===== src/design/apq_ram.sv =====
// Generic single-write, single-read RAM with registered read data.
module apq_ram #(
  parameter int WIDTH = 8,
  parameter int DEPTH = 16
) (
  input  logic                     clk,
  input  logic                     we,
  input  logic [$clog2(DEPTH)-1:0] waddr,
  input  logic [WIDTH-1:0]         wdata,
  input  logic [$clog2(DEPTH)-1:0] raddr,
  output logic [WIDTH-1:0]         rdata
);

  logic [WIDTH-1:0] mem [DEPTH];

  always_ff @(posedge clk) begin
    if (we) begin
      mem[waddr] <= wdata;
    end
    rdata <= mem[raddr];
  end

endmodule


===== config.mk =====
export PLATFORM = sky130hd
export DESIGN_NAME = apq_ram
export DESIGN_NICKNAME = d
export VERILOG_FILES = /design/src/design/apq_ram.sv
export SDC_FILE = /design/constraint.sdc
export NUM_CORES = 1
export LEC_CHECK = 0
export ABC_AREA = 0
export BUFFER_PORTS_ARGS = -buffer_cell sky130_fd_sc_hd__buf_2
export CAP_MARGIN = 0
export CORE_MARGIN = 1.5
export CORE_UTILIZATION = 35
export CTS_CLUSTER_DIAMETER = 50
export DETAILED_ROUTE_END_ITERATION = 10
export PLACE_DENSITY = 0.59
export SETUP_SLACK_MARGIN = 0.2
export SYNTH_ARGS = -nofsm -noshare
export SYNTH_HDL_FRONTEND = slang
export SYNTH_SLANG_ARGS = --single-unit

===== constraint.sdc =====
create_clock -name clk -period 2.9 [get_ports clk]
set_input_delay 0.87 -clock clk [delete_from_list [all_inputs] [get_ports clk]]
set_output_delay 0.87 -clock clk [all_outputs]
set_load 0.01 [all_outputs]

==> impl_metrics.tcl <==
set metrics [dict create \
    status "completed" \
    place_ws_ns 0.406 \
    critPathMaxStageDelay_ns 0.61 \
    wl_met2_um 4650 \
    synthArstFlopShare_pct 0 \
    worst_slack_ns 0.833 \
    slew_violations 0 \
    timing.fmax_mhz 484 \
    num_vias 2427 \
    diodes 0 \
    reg2reg_depth 3 \
    ios 26 \
    die_x_um 124 \
    clk_pin_slew_ns 0.06 \
    min_path_cells 3 \
    postCtsSetupBuffers 0 \
    grt_pass1_vias 2505 \
    met3_length_um 881 \
    grt_usage_pct 13.9 \
    slew_headroom_pct 49.0 \
    fp-row-count 44 \
    yosys_warnings 0 \
    hold_class "reg2reg" \
    dp.cells 448 \
    finClkSkew_ns 0.0163 \
    endpoint_kind "flop" \
    synth.area.top_cells "edfxtp_1 (75%), mux4_2 (7.9%), mux4_1 (7.1%), dfxtp_1 (3.1%), a22oi_1 (2.3%)" \
    p_leak_nw 2.12 \
    synth.most_common_cell "edfxtp_1" \
    drive_gt1_share_pct 32.1 \
    synth_fp_nets 247 \
    numCtsBuffers 17 \
    cts.sinks 136 \
    worstSetupPathType "in2reg" \
    cts_root_buf "clkbuf_16" \
    synth.avg_cell_area_um2 22.5 \
    synth-edff-count 128 \
    finalCoreUtilization_pct 43.2 \
    vias_per_cell 5.06 \
    worst_pin_slew_ns 0.763 \
    final_cells 480 \
    clk_path_buf_depth 2 \
    antenna_found_initial 0 \
    post-dp-hpwl_um 6420 \
    dieArea_um2 15400 \
    syn_to_final_growth_pct 21.1 \
    routabilityCongestion 0.827 \
    fin_crit_ns 2.07 \
    rsz0062_at_grt "false" \
    coreArea_um2 14400 \
    fp.dieH_um 124 \
    cts_hold_buf 0 \
    worst-path-max-fanout 8 \
    routed_wl_um 10200 \
    gr-total-overflow 0 \
    post-route-period-util_pct 71.3 \
    setup_viol 0 \
    htree_levels 4 \
    finalSetupTns_ns 0 \
    cts_resized 0 \
    num-nets-final 301 \
    grt_pass1_wl_um 15400 \
    ys_seq_area_share_pct 77.8 \
    cp.required_ns 2.94 \
    synth_area_um2 5150 \
    yosysTopAreaCellShare_pct 74.7 \
    netlist_instances 229 \
    power_density_nw_per_um2 762 \
    start_util_pct 35.7 \
    worst_path_max_delay_cell "nor2_1" \
    final-hold-violation-count 0 \
    ys_ff_latch 136 \
    crit_chain "buf_2 > or3b_2 > nor2_1" \
    cts_tree "done" \
    drc 0 \
    worstSkewPairLatency_ns 0.42 \
    final_antenna_net_count 0 \
    startpoint_type "primary input" \
    drv_cap 0 \
    dr.first_iter.drc_count 186 \
    worst_ir_drop_vdd_v 0.000528 \
    top_layer "met4" \
    port_buffers 25 \
    ys.flop_type "edfxtp_1" \
    wire_per_inst_um 21.2 \
    yosysTopAreaCell "edfxtp_1" \
    grt_max_degree 33 \
    cp.arrival_ns 2.10 \
    firstDrtPassIters 4 \
    met1_length_um 4540 \
    ys_types 19 \
    synthTopCellsByCount "edfxtp_1 (128), mux4_2 (18), a22oi_1 (16)" \
]
==> stage by stage <==
stage | power, mW | area (um^2) | hold WS [ns]
after global placement | 2.46 | 5580 | 0.647
after global routing | 4.89 | 6230 | 0.705
after CTS | 4.79 | 6230 | 0.682
after detailed placement | 2.47 | 5580 | 0.671
after floorplan | 2.37 | 5150 | 0.629
final | 4.75 | 6230 | 0.678
==> power by group <==
group / leakage [nW] / switching [mW] / internal, mW
clock network: 0.311 / 0.801 / 1.53
registers: 1.22 / 0.0141 / 2.20
logic: 0.581 / 0.121 / 0.0874
==> sequential cells by signal (all words and copies together), names as in the netlist <==
signal,cells
mem,128
rdata,8
==> cells by family (layout without fill, tap and decap cells) <==
group	Yosys count	count (layout)	share of synthesized area (%)
AOI/OAI and AO/OA	16	16	2.33
and+or+nand+nor	35	35	3.18
muxes	32	32	15.0
buffers and inverters	10	77	1.68
DFF	136	136	77.8
==> path summary, 6_finish.rpt <==
path	startpoint	to	slack (ns)
setup / recovery	waddr[2]	mem[2][0]$_DFFE_PP_	0.83
hold / removal	mem[4][2]$_DFFE_PP_	rdata[2]$_DFF_P_	0.68
setup reg to reg	mem[11][0]$_DFFE_PP_	rdata[0]$_DFF_P_	1.52
hold reg to reg	mem[4][2]$_DFFE_PP_	rdata[2]$_DFF_P_	0.68
==> layout make-up <==
| cell class | count | area [um^2] |
|---|---|---|
| sequential | 136 | 4000 |
| clock buffer | 17 | 425 |
| fill | 1227 | 8190 |
| multi-input combinational | 83 | 1060 |
| timing repair buffer | 45 | 288 |
| tap | 184 | 230 |
| clock inverter | 15 | 226 |
==> cell usage in the layout (no fill, tap or decap) <==
| cell type | Yosys | routed |
|---|---|---|
| edfxtp_1 | 128 | 128 |
| buf_2 | 3 | 25 |
| buf_4 | 1 | 19 |
| mux4_2 | 18 | 18 |
| clkbuf_16 | 0 | 17 |
| a22oi_1 | 16 | 16 |
| mux4_1 | 14 | 14 |
| nor2_1 | 13 | 13 |
| nand2_1 | 9 | 9 |
| dfxtp_1 | 8 | 8 |
| clkinv_4 | 0 | 5 |
| bufinv_16 | 0 | 5 |
| nor3_1 | 4 | 4 |
| nand3b_1 | 2 | 2 |
| nand2b_1 | 2 | 2 |
| clkinvlp_4 | 0 | 2 |
| nor2b_1 | 1 | 1 |
| and2_1 | 1 | 1 |
| and2b_1 | 1 | 1 |
| nand3_1 | 1 | 1 |
| or3b_2 | 1 | 1 |
| inv_6 | 0 | 1 |
| clkinv_1 | 0 | 1 |
| clkinv_2 | 0 | 1 |
| buf_12 | 0 | 1 |
==> critical path, delay by kind of cell <==
| family | cells | cell delay, ns |
|---|---|---|
| buf+inv | 1 | 0.11 |
| simple gates | 2 | 1.12 |
==> layer usage <==
layer | up-vias | GRT usage [%]
met3 | 9 | 3.74
met2 | 103 | 20.2
met1 | 1234 | 20.3
met4 | 0 | 4.87
met5 | - | 0
li1 | 1081 | -
(Power assumes the default switching activity.)
